**src/rtl/core/airspeed_needle_dynamics_assert.svh**
```systemverilog
// Assertion macros for the airspeed needle block.
// Expects signals clk and rst_n in the scope that uses them.
`ifndef AIRSPEED_NEEDLE_DYNAMICS_ASSERT_SVH
`define AIRSPEED_NEEDLE_DYNAMICS_ASSERT_SVH

// same-cycle implication
`define ANU_ASSERT_SAME(lbl, ante, cons) \
    lbl: assert property (@(posedge clk) disable iff (!rst_n) (ante) |-> (cons)) \
        else $error("anu: assertion failed");

// next-cycle implication
`define ANU_ASSERT_NEXT(lbl, ante, cons) \
    lbl: assert property (@(posedge clk) disable iff (!rst_n) (ante) |=> (cons)) \
        else $error("anu: assertion failed");

`endif

```
**src/rtl/core/anu_pkg.sv**
```systemverilog
// Shared types and constants for the airspeed needle block.
// No dependencies.
package anu_pkg;

    localparam int NUM_CFG = 6;

    localparam logic [2:0] CFG_SCALE_MIN   = 3'd0;
    localparam logic [2:0] CFG_SCALE_MAX   = 3'd1;
    localparam logic [2:0] CFG_FLAPS_STALL = 3'd2;
    localparam logic [2:0] CFG_CLEAN_STALL = 3'd3;
    localparam logic [2:0] CFG_MAX_CRUISE  = 3'd4;
    localparam logic [2:0] CFG_NEVER_EXC   = 3'd5;

    localparam logic OP_UPDATE = 1'b0;
    localparam logic OP_INIT   = 1'b1;

    localparam logic [2:0] ZONE_LOW_RED  = 3'd0;
    localparam logic [2:0] ZONE_WHITE    = 3'd1;
    localparam logic [2:0] ZONE_GREEN    = 3'd2;
    localparam logic [2:0] ZONE_YELLOW   = 3'd3;
    localparam logic [2:0] ZONE_HIGH_RED = 3'd4;

    typedef struct packed {
        logic start;
        logic is_div;
    } mdu_ctl_t;

    typedef enum logic [4:0] {
        S_IDLE,
        S_WAIT,
        S_FDIV,
        S_FT,
        S_TGT,
        S_WDIV,
        S_WADD,
        S_WN,
        S_DN,
        S_DNW,
        S_CMUL,
        S_CDIV,
        S_CSET,
        S_A1,
        S_A2,
        S_A3,
        S_A4,
        S_RDIV,
        S_RATE,
        S_PM,
        S_PDIV,
        S_POS,
        S_CROSS,
        S_XDIV,
        S_XSET,
        S_OUT
    } state_t;

endpackage

```
**src/rtl/core/airspeed_needle_dynamics.sv**
```systemverilog
// Airspeed needle dynamics: EMA prefilter plus second-order needle model.
// Depends on anu_pkg, anu_mdu and airspeed_needle_dynamics_assert.svh.
//
// One sample is taken at a time, and the block is not ready while it works.
// An initialize item goes straight to the output register. An update item
// runs its multiplies and divides one after another on one shared bit-serial
// multiply/divide unit of width W = 2*FRAC_BITS+36 (68 at the default). A
// stiction snap stops after 2 operations; a full update runs 11 to 17
// operations. A previous result still waiting in the output register holds
// the finished item until that register is free.
// Divides by constants are reciprocal multiplies; only the filter divide and
// the scale-span divide use the serial divider. The result sits in an output
// register, so the next sample is taken while the previous result waits for
// transfer. Configuration must be written through wr_en/wr_index/wr_data
// only while idle; the block itself does not enforce it.
`include "airspeed_needle_dynamics_assert.svh"

module airspeed_needle_dynamics #(
    parameter int FRAC_BITS  = 16,
    parameter int TICK_WIDTH = 32
) (
    input  logic                  clk,
    input  logic                  rst_n,
    input  logic                  wr_en,
    input  logic [2:0]            wr_index,
    input  logic [8:0]            wr_data,
    input  logic                  in_valid,
    output logic                  in_ready,
    input  logic                  op,
    input  logic signed [18:0]    raw_speed,
    input  logic                  sample_invalid,
    input  logic [31:0]           now_ms,
    output logic                  out_valid,
    input  logic                  out_ready,
    output logic [FRAC_BITS+8:0]  shown_speed,
    output logic [8:0]            shown_speed_rounded,
    output logic [2:0]            colour_zone
);
    import anu_pkg::*;

    localparam int PW  = 9 + FRAC_BITS;
    localparam int RW  = FRAC_BITS + 11;
    localparam int SW  = FRAC_BITS + 19;
    localparam int W   = 2 * FRAC_BITS + 36;
    localparam int WNW = FRAC_BITS + 4;
    localparam int TW  = TICK_WIDTH;

    localparam int SNAP_INT = (35 * (1 << FRAC_BITS) + 50) / 100;
    localparam int HALF_INT = 9 * (1 << (FRAC_BITS - 1));
    localparam logic signed [SW-1:0] SNAP_ERR  = SW'(SNAP_INT);
    localparam logic signed [SW-1:0] HALF_WN   = SW'(HALF_INT);
    localparam logic signed [SW-1:0] SNAP_RATE = SW'(2) <<< FRAC_BITS;
    localparam logic signed [SW-1:0] A_MAX     = SW'(2200) <<< FRAC_BITS;
    localparam logic signed [SW-1:0] R_MAX     = SW'(420) <<< FRAC_BITS;
    localparam logic [W-1:0] RND_HALF = W'(1) << (FRAC_BITS - 1);

    // reciprocals for the constant divisors: (y * M) >> SH is exact over
    // the operand range of each use
    localparam int SH_11 = FRAC_BITS + 11;
    localparam int SH_C  = FRAC_BITS + 14;
    localparam int SH_K  = FRAC_BITS + 27;
    localparam int SH_X  = FRAC_BITS + 18;
    localparam logic [W-1:0] M_11   = W'(((64'd1 << SH_11) + 64'd10) / 64'd11);
    localparam logic [W-1:0] M_5    = W'(((64'd1 << SH_C) + 64'd4) / 64'd5);
    localparam logic [W-1:0] M_25   = W'(((64'd1 << SH_C) + 64'd24) / 64'd25);
    localparam logic [W-1:0] M_1000 = W'(((64'd1 << SH_K) + 64'd999) / 64'd1000);
    localparam logic [W-1:0] M_20   = W'(((64'd1 << SH_X) + 64'd19) / 64'd20);

    function automatic logic signed [SW-1:0] clampv(
        input logic signed [SW-1:0] x,
        input logic signed [SW-1:0] lo,
        input logic signed [SW-1:0] hi
    );
        logic signed [SW-1:0] r;
        r = x;
        if (x < lo)
            r = lo;
        else if (x > hi)
            r = hi;
        return r;
    endfunction

    function automatic logic [W-1:0] absw(input logic signed [SW-1:0] x);
        logic signed [SW-1:0] m;
        m = (x < 0) ? -x : x;
        return W'(m);
    endfunction

    function automatic logic signed [SW-1:0] signed_q(
        input logic         neg,
        input logic [W-1:0] m
    );
        logic signed [SW-1:0] v;
        v = $signed(SW'(m));
        return neg ? -v : v;
    endfunction

    state_t state_reg, state_next;
    state_t ret_reg, ret_next;

    logic [8:0]             cfg_reg [NUM_CFG];
    logic [PW-1:0]          ft_reg, ft_next;
    logic [PW-1:0]          pos_reg, pos_next;
    logic signed [RW-1:0]   rate_reg, rate_next;
    logic [TW-1:0]          last_reg, last_next;
    logic                   fseen_reg, fseen_next;
    logic                   mseen_reg, mseen_next;

    logic [6:0]             fdt_reg, fdt_next;
    logic [5:0]             mdt_reg, mdt_next;
    logic signed [SW-1:0]   tgt_reg, tgt_next;
    logic signed [SW-1:0]   err_reg, err_next;
    logic                   up_reg, up_next;
    logic [WNW-1:0]         wn_reg, wn_next;
    logic [WNW-1:0]         c_reg, c_next;
    logic signed [SW-1:0]   acc_reg, acc_next;
    logic                   neg_reg, neg_next;

    logic                   oval_reg, oval_next;
    logic [PW-1:0]          spd_reg;
    logic [8:0]             rnd_reg;
    logic [2:0]             zone_reg;
    logic                   load_out;

    mdu_ctl_t               mdu_ctl;
    logic [W-1:0]           mdu_a, mdu_b, mdu_res;
    logic                   mdu_done;

    logic signed [SW-1:0]   lo_s, hi_s, raw_s, raw_c, ft_s, pos_s, rate_s;
    logic signed [SW-1:0]   res_s, q_s, rnd_s, qr_s, diff_s, num_s, e1_s, tgt_c, err_c;
    logic [W-1:0]           rnd_w;
    logic [TW-1:0]          el;
    logic [6:0]             fdt_c;
    logic [5:0]             mdt_c;
    logic [PW:0]            spd_sum;

    anu_mdu #(.W(W)) u_mdu (
        .clk   (clk),
        .rst_n (rst_n),
        .ctl   (mdu_ctl),
        .a     (mdu_a),
        .b     (mdu_b),
        .done  (mdu_done),
        .res   (mdu_res)
    );

    assign lo_s   = $signed(SW'(cfg_reg[CFG_SCALE_MIN])) <<< FRAC_BITS;
    assign hi_s   = $signed(SW'(cfg_reg[CFG_SCALE_MAX])) <<< FRAC_BITS;
    assign raw_s  = sample_invalid ? lo_s : (SW'(raw_speed) <<< (FRAC_BITS - 8));
    assign raw_c  = clampv(raw_s, lo_s, hi_s);
    assign ft_s   = $signed(SW'(ft_reg));
    assign pos_s  = $signed(SW'(pos_reg));
    assign rate_s = SW'(rate_reg);
    assign diff_s = raw_c - ft_s;
    assign tgt_c  = clampv(ft_s, lo_s, hi_s);
    assign err_c  = tgt_c - pos_s;
    assign num_s  = clampv(pos_s - lo_s, '0, hi_s - lo_s);
    assign e1_s   = tgt_reg - pos_s;

    assign res_s  = $signed(SW'(mdu_res));
    assign q_s    = neg_reg ? -res_s : res_s;
    assign rnd_w  = (mdu_res + RND_HALF) >> FRAC_BITS;
    assign rnd_s  = $signed(SW'(rnd_w));
    assign qr_s   = neg_reg ? -rnd_s : rnd_s;

    assign el    = now_ms[TW-1:0] - last_reg;
    assign fdt_c = !fseen_reg ? 7'd20 :
                   (el == '0) ? 7'd1 : (el > TW'(100)) ? 7'd100 : el[6:0];
    assign mdt_c = !mseen_reg ? 6'd20 :
                   (el == '0) ? 6'd1 : (el > TW'(50)) ? 6'd50 : el[5:0];

    always_comb
    begin
        state_next = state_reg;
        ret_next   = ret_reg;
        ft_next    = ft_reg;
        pos_next   = pos_reg;
        rate_next  = rate_reg;
        last_next  = last_reg;
        fseen_next = fseen_reg;
        mseen_next = mseen_reg;
        fdt_next   = fdt_reg;
        mdt_next   = mdt_reg;
        tgt_next   = tgt_reg;
        err_next   = err_reg;
        up_next    = up_reg;
        wn_next    = wn_reg;
        c_next     = c_reg;
        acc_next   = acc_reg;
        neg_next   = neg_reg;
        mdu_ctl    = '0;
        mdu_a      = '0;
        mdu_b      = '0;
        load_out   = 1'b0;
        oval_next  = oval_reg && !out_ready;
        in_ready   = (state_reg == S_IDLE);

        unique case (state_reg)
            S_IDLE:
            begin
                if (in_valid)
                begin
                    if (op == OP_INIT)
                    begin
                        ft_next    = PW'(raw_c);
                        pos_next   = PW'(raw_c);
                        rate_next  = '0;
                        mseen_next = 1'b0;
                        state_next = S_OUT;
                    end
                    else
                    begin
                        fdt_next   = fdt_c;
                        mdt_next   = mdt_c;
                        last_next  = now_ms[TW-1:0];
                        fseen_next = 1'b1;
                        mseen_next = 1'b1;
                        neg_next   = diff_s < 0;
                        mdu_ctl    = '{start: 1'b1, is_div: 1'b0};
                        mdu_a      = absw(diff_s);
                        mdu_b      = W'(fdt_c);
                        ret_next   = S_FDIV;
                        state_next = S_WAIT;
                    end
                end
            end
            S_WAIT:
            begin
                if (mdu_done)
                    state_next = ret_reg;
            end
            S_FDIV:
            begin
                mdu_ctl    = '{start: 1'b1, is_div: 1'b1};
                mdu_a      = mdu_res;
                mdu_b      = W'(fdt_reg) + W'(180);
                ret_next   = S_FT;
                state_next = S_WAIT;
            end
            S_FT:
            begin
                ft_next    = PW'(ft_s + q_s);
                state_next = S_TGT;
            end
            S_TGT:
            begin
                tgt_next = tgt_c;
                err_next = err_c;
                up_next  = tgt_c > pos_s;
                if (absw(err_c) < W'(SNAP_ERR) && absw(rate_s) < W'(SNAP_RATE))
                begin
                    // stiction: snap to target and stop
                    pos_next   = PW'(tgt_c);
                    rate_next  = '0;
                    state_next = S_OUT;
                end
                else if (hi_s > lo_s)
                begin
                    mdu_ctl    = '{start: 1'b1, is_div: 1'b0};
                    mdu_a      = W'(HALF_WN);
                    mdu_b      = absw(num_s);
                    ret_next   = S_WDIV;
                    state_next = S_WAIT;
                end
                else
                begin
                    wn_next    = WNW'(HALF_WN);
                    state_next = S_WN;
                end
            end
            S_WDIV:
            begin
                mdu_ctl    = '{start: 1'b1, is_div: 1'b1};
                mdu_a      = mdu_res;
                mdu_b      = absw(hi_s - lo_s);
                ret_next   = S_WADD;
                state_next = S_WAIT;
            end
            S_WADD:
            begin
                wn_next    = WNW'(W'(HALF_WN) + mdu_res);
                state_next = S_WN;
            end
            S_WN:
            begin
                if (up_reg)
                    state_next = S_CMUL;
                else
                begin
                    mdu_ctl    = '{start: 1'b1, is_div: 1'b0};
                    mdu_a      = W'(wn_reg);
                    mdu_b      = W'(10);
                    ret_next   = S_DN;
                    state_next = S_WAIT;
                end
            end
            S_DN:
            begin
                mdu_ctl    = '{start: 1'b1, is_div: 1'b0};
                mdu_a      = mdu_res + W'(5);
                mdu_b      = M_11;
                ret_next   = S_DNW;
                state_next = S_WAIT;
            end
            S_DNW:
            begin
                wn_next    = WNW'(mdu_res >> SH_11);
                state_next = S_CMUL;
            end
            S_CMUL:
            begin
                mdu_ctl    = '{start: 1'b1, is_div: 1'b0};
                mdu_a      = W'(wn_reg);
                mdu_b      = up_reg ? W'(7) : W'(41);
                ret_next   = S_CDIV;
                state_next = S_WAIT;
            end
            S_CDIV:
            begin
                mdu_ctl    = '{start: 1'b1, is_div: 1'b0};
                mdu_a      = mdu_res + (up_reg ? W'(2) : W'(12));
                mdu_b      = up_reg ? M_5 : M_25;
                ret_next   = S_CSET;
                state_next = S_WAIT;
            end
            S_CSET:
            begin
                c_next     = WNW'(mdu_res >> SH_C);
                mdu_ctl    = '{start: 1'b1, is_div: 1'b0};
                mdu_a      = W'(wn_reg);
                mdu_b      = W'(wn_reg);
                ret_next   = S_A1;
                state_next = S_WAIT;
            end
            S_A1:
            begin
                neg_next   = err_reg < 0;
                mdu_ctl    = '{start: 1'b1, is_div: 1'b0};
                mdu_a      = rnd_w;
                mdu_b      = absw(err_reg);
                ret_next   = S_A2;
                state_next = S_WAIT;
            end
            S_A2:
            begin
                acc_next   = qr_s;
                neg_next   = rate_s < 0;
                mdu_ctl    = '{start: 1'b1, is_div: 1'b0};
                mdu_a      = W'(c_reg);
                mdu_b      = absw(rate_s);
                ret_next   = S_A3;
                state_next = S_WAIT;
            end
            S_A3:
            begin
                acc_next   = clampv(acc_reg - qr_s, -A_MAX, A_MAX);
                state_next = S_A4;
            end
            S_A4:
            begin
                neg_next   = acc_reg < 0;
                mdu_ctl    = '{start: 1'b1, is_div: 1'b0};
                mdu_a      = absw(acc_reg);
                mdu_b      = W'(mdt_reg);
                ret_next   = S_RDIV;
                state_next = S_WAIT;
            end
            S_RDIV:
            begin
                mdu_ctl    = '{start: 1'b1, is_div: 1'b0};
                mdu_a      = mdu_res + W'(500);
                mdu_b      = M_1000;
                ret_next   = S_RATE;
                state_next = S_WAIT;
            end
            S_RATE:
            begin
                rate_next  = RW'(clampv(rate_s + signed_q(neg_reg, mdu_res >> SH_K),
                                        -R_MAX, R_MAX));
                state_next = S_PM;
            end
            S_PM:
            begin
                neg_next   = rate_s < 0;
                mdu_ctl    = '{start: 1'b1, is_div: 1'b0};
                mdu_a      = absw(rate_s);
                mdu_b      = W'(mdt_reg);
                ret_next   = S_PDIV;
                state_next = S_WAIT;
            end
            S_PDIV:
            begin
                mdu_ctl    = '{start: 1'b1, is_div: 1'b0};
                mdu_a      = mdu_res + W'(500);
                mdu_b      = M_1000;
                ret_next   = S_POS;
                state_next = S_WAIT;
            end
            S_POS:
            begin
                pos_next   = PW'(clampv(pos_s + signed_q(neg_reg, mdu_res >> SH_K),
                                        lo_s, hi_s));
                state_next = S_CROSS;
            end
            S_CROSS:
            begin
                // overshoot past the target: damp the rate
                if ((err_reg > 0 && e1_s < 0) || (err_reg < 0 && e1_s > 0))
                begin
                    neg_next   = rate_s < 0;
                    mdu_ctl    = '{start: 1'b1, is_div: 1'b0};
                    mdu_a      = absw(rate_s);
                    mdu_b      = W'(11);
                    ret_next   = S_XDIV;
                    state_next = S_WAIT;
                end
                else
                    state_next = S_OUT;
            end
            S_XDIV:
            begin
                mdu_ctl    = '{start: 1'b1, is_div: 1'b0};
                mdu_a      = mdu_res + W'(10);
                mdu_b      = M_20;
                ret_next   = S_XSET;
                state_next = S_WAIT;
            end
            S_XSET:
            begin
                rate_next  = RW'(signed_q(neg_reg, mdu_res >> SH_X));
                state_next = S_OUT;
            end
            S_OUT:
            begin
                // hold until the output register is free
                if (!oval_reg || out_ready)
                begin
                    load_out   = 1'b1;
                    oval_next  = 1'b1;
                    state_next = S_IDLE;
                end
            end
            default:
            begin
                state_next = S_IDLE;
            end
        endcase
    end

    assign spd_sum = {1'b0, pos_reg} + (PW+1)'(RND_HALF);

    always_ff @(posedge clk or negedge rst_n)
    begin
        if (!rst_n)
        begin
            state_reg <= S_IDLE;
            ret_reg   <= S_IDLE;
            cfg_reg[CFG_SCALE_MIN]   <= 9'd40;
            cfg_reg[CFG_SCALE_MAX]   <= 9'd280;
            cfg_reg[CFG_FLAPS_STALL] <= 9'd65;
            cfg_reg[CFG_CLEAN_STALL] <= 9'd75;
            cfg_reg[CFG_MAX_CRUISE]  <= 9'd180;
            cfg_reg[CFG_NEVER_EXC]   <= 9'd250;
            ft_reg    <= PW'(40) << FRAC_BITS;
            pos_reg   <= PW'(40) << FRAC_BITS;
            rate_reg  <= '0;
            last_reg  <= '0;
            fseen_reg <= 1'b0;
            mseen_reg <= 1'b0;
            oval_reg  <= 1'b0;
        end
        else
        begin
            state_reg <= state_next;
            ret_reg   <= ret_next;
            if (wr_en && wr_index < 3'(NUM_CFG))
                cfg_reg[wr_index] <= wr_data;
            ft_reg    <= ft_next;
            pos_reg   <= pos_next;
            rate_reg  <= rate_next;
            last_reg  <= last_next;
            fseen_reg <= fseen_next;
            mseen_reg <= mseen_next;
            oval_reg  <= oval_next;
        end
    end

    always_ff @(posedge clk)
    begin
        fdt_reg <= fdt_next;
        mdt_reg <= mdt_next;
        tgt_reg <= tgt_next;
        err_reg <= err_next;
        up_reg  <= up_next;
        wn_reg  <= wn_next;
        c_reg   <= c_next;
        acc_reg <= acc_next;
        neg_reg <= neg_next;
        if (load_out)
        begin
            spd_reg <= pos_reg;
            rnd_reg <= spd_sum[PW-1:FRAC_BITS];
            priority if (pos_reg[PW-1:FRAC_BITS] >= cfg_reg[CFG_NEVER_EXC])
                zone_reg <= ZONE_HIGH_RED;
            else if (pos_reg[PW-1:FRAC_BITS] >= cfg_reg[CFG_MAX_CRUISE])
                zone_reg <= ZONE_YELLOW;
            else if (pos_reg[PW-1:FRAC_BITS] >= cfg_reg[CFG_CLEAN_STALL])
                zone_reg <= ZONE_GREEN;
            else if (pos_reg[PW-1:FRAC_BITS] >= cfg_reg[CFG_FLAPS_STALL])
                zone_reg <= ZONE_WHITE;
            else
                zone_reg <= ZONE_LOW_RED;
        end
    end

    assign out_valid           = oval_reg;
    assign shown_speed         = spd_reg;
    assign shown_speed_rounded = rnd_reg;
    assign colour_zone         = zone_reg;

    `ANU_ASSERT_SAME(a_done_in_wait, mdu_done, state_reg == S_WAIT)
    `ANU_ASSERT_NEXT(a_busy_after_take, in_valid && in_ready, !in_ready)
    `ANU_ASSERT_SAME(a_result_from_out, $rose(oval_reg), $past(state_reg) == S_OUT)

endmodule

```
**src/rtl/core/anu_mdu.sv**
```systemverilog
// Bit-serial unsigned multiply and rounded divide unit.
// Depends on anu_pkg for the control struct.
module anu_mdu #(
    parameter int W = 52
) (
    input  logic              clk,
    input  logic              rst_n,
    input  anu_pkg::mdu_ctl_t ctl,
    input  logic [W-1:0]      a,
    input  logic [W-1:0]      b,
    output logic              done,
    output logic [W-1:0]      res
);
    import anu_pkg::*;

    localparam int CW = $clog2(W + 1);

    logic          run_reg, run_next;
    logic          done_reg, done_next;
    logic          div_reg, div_next;
    logic [CW-1:0] cnt_reg, cnt_next;
    logic [W-1:0]  acc_reg, acc_next;
    logic [W-1:0]  x_reg, x_next;
    logic [W-1:0]  y_reg, y_next;
    logic [W:0]    rem_reg, rem_next;
    logic [W:0]    trial;
    logic          ge;

    assign trial = {rem_reg[W-1:0], x_reg[W-1]};
    assign ge    = trial >= {1'b0, y_reg};

    always_comb
    begin
        run_next  = run_reg;
        div_next  = div_reg;
        cnt_next  = cnt_reg;
        acc_next  = acc_reg;
        x_next    = x_reg;
        y_next    = y_reg;
        rem_next  = rem_reg;
        done_next = 1'b0;
        if (ctl.start)
        begin
            run_next = 1'b1;
            div_next = ctl.is_div;
            cnt_next = '0;
            acc_next = '0;
            rem_next = '0;
            y_next   = b;
            // bias the dividend by half the divisor for round to nearest
            x_next   = ctl.is_div ? a + (b >> 1) : a;
        end
        else if (run_reg)
        begin
            if (div_reg)
            begin
                rem_next = ge ? trial - {1'b0, y_reg} : trial;
                x_next   = {x_reg[W-2:0], ge};
            end
            else
            begin
                acc_next = y_reg[0] ? acc_reg + x_reg : acc_reg;
                x_next   = x_reg << 1;
                y_next   = y_reg >> 1;
            end
            cnt_next = cnt_reg + CW'(1);
            if (cnt_reg == CW'(W - 1))
            begin
                run_next  = 1'b0;
                done_next = 1'b1;
            end
        end
    end

    always_ff @(posedge clk or negedge rst_n)
    begin
        if (!rst_n)
        begin
            run_reg  <= 1'b0;
            done_reg <= 1'b0;
            cnt_reg  <= '0;
        end
        else
        begin
            run_reg  <= run_next;
            done_reg <= done_next;
            cnt_reg  <= cnt_next;
        end
    end

    always_ff @(posedge clk)
    begin
        div_reg <= div_next;
        acc_reg <= acc_next;
        x_reg   <= x_next;
        y_reg   <= y_next;
        rem_reg <= rem_next;
    end

    assign done = done_reg;
    assign res  = div_reg ? x_reg : acc_reg;

endmodule
```
**config.mk**
```make
export PLATFORM = sky130hd
export DESIGN_NAME = airspeed_needle_dynamics
export DESIGN_NICKNAME = d
export VERILOG_FILES = /design/src/rtl/core/anu_pkg.sv /design/src/rtl/core/airspeed_needle_dynamics.sv /design/src/rtl/core/anu_mdu.sv
export VERILOG_INCLUDE_DIRS = /design/src /design/src/rtl/core
export SDC_FILE = /design/constraint.sdc
export NUM_CORES = 2
export LEC_CHECK = 0
export ABC_CLOCK_PERIOD_IN_PS = 11200
export CAP_MARGIN = 10
export CELL_PAD_IN_SITES_DETAIL_PLACEMENT = 0
export CELL_PAD_IN_SITES_GLOBAL_PLACEMENT = 1
export CORE_ASPECT_RATIO = 0.5
export CORE_MARGIN = 10
export CORE_UTILIZATION = 40
export CTS_BUF_LIST = sky130_fd_sc_hd__clkbuf_4 sky130_fd_sc_hd__clkbuf_8
export DETAILED_ROUTE_END_ITERATION = 10
export DONT_BUFFER_PORTS = 1
export PLACE_DENSITY_LB_ADDON = 0.2
export SYNTH_ARGS = -nofsm -noshare
export SYNTH_HDL_FRONTEND = slang
export SYNTH_SLANG_ARGS = --single-unit
```
**constraint.sdc**
```tcl
create_clock -name clk -period 11.2 [get_ports clk]
set_input_delay 1.12 -clock clk [delete_from_list [all_inputs] [get_ports clk]]
set_output_delay 1.12 -clock clk [all_outputs]
set_load 0.01 [all_outputs]
```
### Yosys cells after proc, flatten, opt, wreduce, memory -nomap -nowiden

Index checks and enable logic that the tools add are counted.
Widths: inputs -> output; s select.

* bits of input ports: 70
* register bits after elaboration: 655
* output and inout port bits: 39

* reductions and logical operators: 41
* add/subtract/negate cells: 33
* bitwise gates (word level): 4
* magnitude comparators: 36
* muxes and demuxes: 114
* eq/ne operators: 38

Operator list (number)
* $pmux 68 s15: 1
* $pmux 68 s14: 1
* $mux 68: 13
* $mux 35: 17
* $lt 35x1->1 const B: 6
* $neg 35->35: 6
* $mux 25: 7
* $mux 27: 6
* $pmux 27 s4: 1
* $gt 35x26->1: 3
* $sub 35x26->35: 3
* $pmux 5 s17: 1
* $pmux 25 s3: 1
* $gt 35x1->1 const B: 2
* $lt 35x26->1: 2
* $pmux 35 s2: 1
* $pmux 5 s14: 1
* $ge 69x68->1: 1
* $add 68x16->68 const B: 1
* $add 68x3->68 const B: 1
* $add 68x4->68: 1
* $add 68x4->68 const B: 1
* $add 68x67->68: 1
* $add 68x68->68: 1
* 79 further kinds: 187

### Depth between registers and ports, before layout

* depth after elaboration: 13
* depth in mapped cells: 51
* gate-level depth less buffers: 50

### Modules after synthesis

From an unflattened synthesis, not the netlist that was laid out.

* cell total of the unflattened synthesis: 8657
* area total of the unflattened synthesis: 67951.4 sq um

Modules (own cells, without submodules)
* airspeed_needle_dynamics: area an instance 43319.0 sq um, times used 1, cells each 5544, seq. area each 10050.9 sq um
* anu_mdu: area an instance 24632.4 sq um, times used 1, cells each 3113, seq. area each 7061.8 sq um

### Worst setup path before layout

OpenSTA, ideal clock, no wires.

* path kind: input port to flip-flop
* from: in sample_invalid
* to: reg u_mdu.x_reg[47] (data pin)
* cell stages on the path: 46
* slack: 1.133 ns
* data arrival time: 9.800 ns
* required time: 10.933 ns
* setup time: 0.267 ns
* path through: buf_1 -> mux2_2 -> ha_1 -> nor2b_1 -> o21a_1 -> o21a_1 -> o21a_1 -> o21ai_0 -> nand2b_1 -> a21oi_1 -> o221a_2 -> or3_1 -> clkbuf_1 -> clkbuf_1 -> a21oi_1 -> o21ai_0 -> ha_1 -> clkbuf_1 -> [... 10 more ...] -> a21oi_1 -> o21ai_0 -> ha_1 -> a21o_1 -> a21oi_1 -> o21ai_0 -> a221o_1 -> o211a_1 -> or2_2 -> a21oi_1 -> nand2_1 -> a21o_1 -> a21o_1 -> a31o_2 -> a21oi_1 -> nor3b_1 -> a2111oi_0 -> o21ai_0

* longest elaborated chain between the ends: 13
* elaborated cells on any way between the ends: 15
* those cells by class: add/sub: 3; order compare: 3; mux: 9

Ends and longest elaborated chain
* from (decl): line airspeed_needle_dynamics.sv:31 `input logic sample_invalid,`
* $mux 35 (*): line airspeed_needle_dynamics.sv:149 `assign raw_s = sample_invalid ? lo_s : (SW'(raw_speed) <<< (FRAC_BITS - 8));`
* $gt 35x26->1: line airspeed_needle_dynamics.sv:78 `else if (x > hi)`
* $mux 35: line airspeed_needle_dynamics.sv:78
* $mux 35 (*): line airspeed_needle_dynamics.sv:76 `if (x < lo)`
* $sub 35x26->35 (*): line airspeed_needle_dynamics.sv:154 `assign diff_s = raw_c - ft_s;`
* $neg 35->35 / $lt 35x1->1 (equally long branches): line airspeed_needle_dynamics.sv:85 `m = (x < 0) ? -x : x;`
* $mux 35 (*): line airspeed_needle_dynamics.sv:85
* $mux 68 (*): line airspeed_needle_dynamics.sv:203 `if (op == OP_INIT)`
* $mux 68 (*): line airspeed_needle_dynamics.sv:201 `if (in_valid)`
* $pmux 68 s14 (*): line airspeed_needle_dynamics.sv:198 `unique case (state_reg)`
* $add 68x67->68: line anu_mdu.sv:51 `x_next = ctl.is_div ? a + (b >> 1) : a;`
* $mux 68 (*): line anu_mdu.sv:51
* $mux 68 (*): line anu_mdu.sv:42 `if (ctl.start)`
* named net u_mdu.x_next[47]: line anu_mdu.sv:23 `logic [W-1:0] x_reg, x_next;`
* to (signal assigned): line anu_mdu.sv:95 `x_reg <= x_next;`
* to (decl): line anu_mdu.sv:23

The timed path passes the listed nets; every way through them passes the cells marked *.
A chain may end at the register's enable or synchronous reset.

### Worst setup path after layout

* from: reg cfg_reg[37] (netlist bit)
* to: reg u_mdu.x_reg[66] (data pin)

* longest elaborated chain between the ends: 13
* elaborated cells on any way between the ends: 41
* those cells by class: add/sub: 8; order compare: 9; mux: 23; reduce/logical: 1

Ends and longest elaborated chain
* from (decl): line airspeed_needle_dynamics.sv:101 `logic [8:0] cfg_reg [NUM_CFG];`
* from (signal, indexed assignment): line airspeed_needle_dynamics.sv:477 `cfg_reg[wr_index] <= wr_data;`
* $gt 25x25->1 (*): line airspeed_needle_dynamics.sv:78
* $mux 25 (*): line airspeed_needle_dynamics.sv:78
* $mux 35 (*): line airspeed_needle_dynamics.sv:76
* named net tgt_c[3]: line airspeed_needle_dynamics.sv:130 `logic signed [SW-1:0] res_s, q_s, rnd_s, qr_s, diff_s, num_s, e1_s, tgt_c, err_c;`
* $sub 35x26->35 (*): line airspeed_needle_dynamics.sv:156 `assign err_c = tgt_c - pos_s;`
* $neg 35->35 / $lt 35x1->1 (equally long branches): line airspeed_needle_dynamics.sv:85
* $mux 35 (*): line airspeed_needle_dynamics.sv:85
* $lt 68x15->1 (*): line airspeed_needle_dynamics.sv:250 `if (absw(err_c) < W'(SNAP_ERR) && absw(rate_s) < W'(SNAP_RATE))`
* $logic_and 1x1->1 (*): line airspeed_needle_dynamics.sv:250
* $mux 68 / $mux 19 (equally long branches): line airspeed_needle_dynamics.sv:250
* $pmux 68 s15 / $pmux 68 s14 (equally long branches): line airspeed_needle_dynamics.sv:198
* $add 68x67->68: line anu_mdu.sv:51
* $mux 68: line anu_mdu.sv:51
* $mux 68 (*): line anu_mdu.sv:42
* named net u_mdu.x_next[66]: line anu_mdu.sv:23

Marked as above.

==> results list <==
* Outcome: complete, no violations
* Number of antenna violations at the first check in global routing: 20
- The die covers 0.186 mm².
- Worst-path clk slew: 0.07 ns
- The number of global-route vias before repair came to 63600.
- For the finished layout, the period the worst path requires is roughly 11 ns.
- In this run, the number of DRC markers left after iteration 0 of detailed routing was 8239.
- When the netlist entered floorplanning its net count stood at 9063.
- For this run, global-route usage on met2 was measured as 0.471.
- The worst setup path is launched from a flop.
- Fraction of the yosys area taken by sequential cells: 0.254
- Area growth from synthesis to layout: 10.4%
- Initial core utilization: 0.402
- Slowest-stage cell, CP: or4b_2
* Busiest metal layer after global routing: met2
- First-pass DRT Iterations: 9
- The final-report hold violation count is 0.
- Final-stage net count: 9180
* Yosys Warn Count: 0
- Reg2reg end: u_mdu.x_reg[66]
- Share of final-layout standard cells stronger than drive strength 1: 0.100
- The worst setup path is of the reg -> reg kind.
- EDFF count, synth: 324
- Cts bufs inserted: roughly 110
* Total gr overflow: 0
* Max-cap viol count: 0
- Data arrives at the worst endpoint at 11.47 ns.
- Count of clock tree sinks: 645
* Largest net degree at the start of global routing: 161
- For this run, the slowest stage of the critical path takes 0.62 ns.
- After detailed routing, the number of vias per cell comes to around 6.4.
* Average cell area after synthesis: 7.99 µm²
- Total core area: 0.167 mm²
- Synthesis-stage register bit count: about 650
- Slew HR: 0.0267
- In this run the clock root is driven by a clkbuf_8.
- Grt met3 use: 0.0920
- CP most frequent cell: o21a_1
- Critical path data required time: 11.95 ns
* Insertion delay to the later sink of the worst-skew pair: 0.95 ns
* Setup slack, reg-to-reg: 0.48 ns
* Launch point of the worst reg-to-reg path: cfg_reg[37]
- Post-route clock period utilization: 0.957
- Summed over all layers, the routed wires come to 322000 µm.
* Die X: 600 µm
* Largest area contributor in the synthesized netlist: edfxtp_1
- Along the worst path, the maximum fanout reaches 16.
- Biggest area contributors in the synthesized netlist: edfxtp_1 14%, ha_1 10%, dfrtp_1 6.0%
- The cell count after synthesis came out at about 8400.
- Top-level I/O count: 109
* Cell area after technology mapping: 0.0672 mm²
- Number of buffers on the longest clock path: 3
- Area share of the largest cell type after synthesis: 0.145
- The number of pins exceeding their max-slew limit in the final report is 0.
- Buffers placed on the I/O ports in this run total 0.
- Derived from the worst setup path, the maximum achievable clock frequency is 0.0933 GHz.
- Per-cell routed wire length: 29.7 µm
* Actual transition at the worst max-transition pin: 1.46 ns
- In the global route stage, met1 resource usage came out at 0.455.
- In this run, distinct cell masters in the synthesized netlist total approximately 120.
- Wire length of the first global-routing pass: 458000 µm
- STA classifies the critical path endpoint as a flop.
* Overall via count from detail_route: 69000
- TritonCTS clock tree: built
- Final setup viols: 0
- In the global route stage, overall resource usage came out at 0.332.
* Number of nets with antenna violations after routing: 0
* Most instantiated cells after synthesis: 793 x nand2_1, 730 x a21oi_1, 720 x nor2_1
- Routability-driven placement finished with a final weighted congestion of 1.10.
- The path class of the tightest hold or removal check is in -> async.
- H-tree depth: 3
- Measured along the y axis, the die boundary spans between 300 and 400 µm.
- After floorplanning, the core was divided into approximately 110 placement rows.
- Summed over all nets, the half-perimeter wirelength after detailed placement is 253000 µm.
- At the end of the flow the core is filled with cells to 0.444.
- Most frequent cell after synthesis: nand2_1
- FFs w/ async S/R, synth: 0.287
- Depth of the worst register-to-register path: 47
- Worst-case clock skew: 0.0800 ns
* Most frequently used flop master after synthesis: edfxtp_1
- DRC: 0
==> metrics by stage <==
| stage | setup WS, ns | area [µm²] | hold WS [ns] | setup TNS, ns | instances |
|---|---|---|---|---|---|
| after floorplan | 1.13 | 67200 | 0.445 | 0 | 8421 |
| after detailed placement | 0.145 | 71400 | 0.460 | 0 | 10600 |
| after CTS | 0.0630 | 73900 | 0.00544 | 0 | 10800 |
| after global routing | -0.0472 | 74200 | 0.0472 | -0.0558 | 10900 |
| final | 0.480 | 74200 | 0.0890 | 0 | 10900 |
| after global placement | 0.210 | 71400 | 0.460 | 0 | 10600 |
==> metal layers <==
metal	share of wire	vias to the layer above
li1	-	31600
met1	0.43	33200
met2	0.39	3465
met3	0.11	800
met4	0.064	20
met5	0.00083	-
==> what timing repair did <==
| action | 4_1_cts | 5_1_grt |
|---|---|---|
| hold endpoints to repair | 160 | 0 |
| gates resized for setup | 0 | 53 |
| buffers inserted | 0 | 6 |
| endpoints found under the setup margin | 0 | 31 |
| hold buffers | 2 | 0 |
==> worst max-delay path: cells and delay by family (launching register included) <==
kind | cells | cell delay, ns
adders and majority gates | 3 | 0.93
and+or+nand+nor | 16 | 4.25
AOI/OAI and AO/OA | 21 | 3.72
DFF | 1 | 0.37
buffers and inverters | 6 | 0.87
muxes | 1 | 0.38
==> how the worst max path moves through the flow <==
stage,start,end,cells after the start
2_1_floorplan,sample_invalid,u_mdu.x_reg[47],46
3_5_place_dp,cfg_reg[37],u_mdu.x_reg[47],48
4_1_cts,cfg_reg[37],u_mdu.x_reg[47],47
3_3_place_gp,cfg_reg[37],u_mdu.x_reg[47],46
5_1_grt,cfg_reg[37],u_mdu.x_reg[66],54
6_report,cfg_reg[37],u_mdu.x_reg[66],47
==> kinds of logic after synthesis <==
group,share of synthesized area
flops,0.254
simple gates,0.193
xor+xnor,0.0916
fa+ha+maj,0.108
buf+inv,0.0475
mux,0.0337
compound gates,0.272
==> area by class of cell <==
type                            instances  area [µm²]
Fill cell                           17100       92900
Inverter                              440        1660
Clock buffer                          146        1900
Antenna cell                           15        37.5
Clock inverter                         65         577
Sequential cell                       645       17100
Timing Repair Buffer                  365        2800
Multi-Input combinational cell       6975       47400
Tap cell                             2214        2770
==> layout by cell type (no fill, tap or decap), types with 65 or more instances in the layout <==
cell type	instances
dfxtp_1	136
and3_1	88
mux2i_1	135
nor3_1	168
clkbuf_8	128
nor2b_1	98
o22ai_1	80
xnor2_1	422
o21ai_0	625
ha_1	556
a21oi_1	723
dfrtp_1	160
a31oi_1	100
o31ai_1	87
nand2b_1	108
mux2_2	65
nand4_1	83
o211ai_1	68
inv_1	424
nand2_1	789
nand3_1	214
o21a_1	87
edfxtp_1	324
a211oi_1	118
xor2_1	274
buf_4	359
a21o_1	267
nor2_1	709
Power is left out: the tool's default activity adds up to more than one toggle a clock period on the data nets, which glitch-free logic cannot reach.
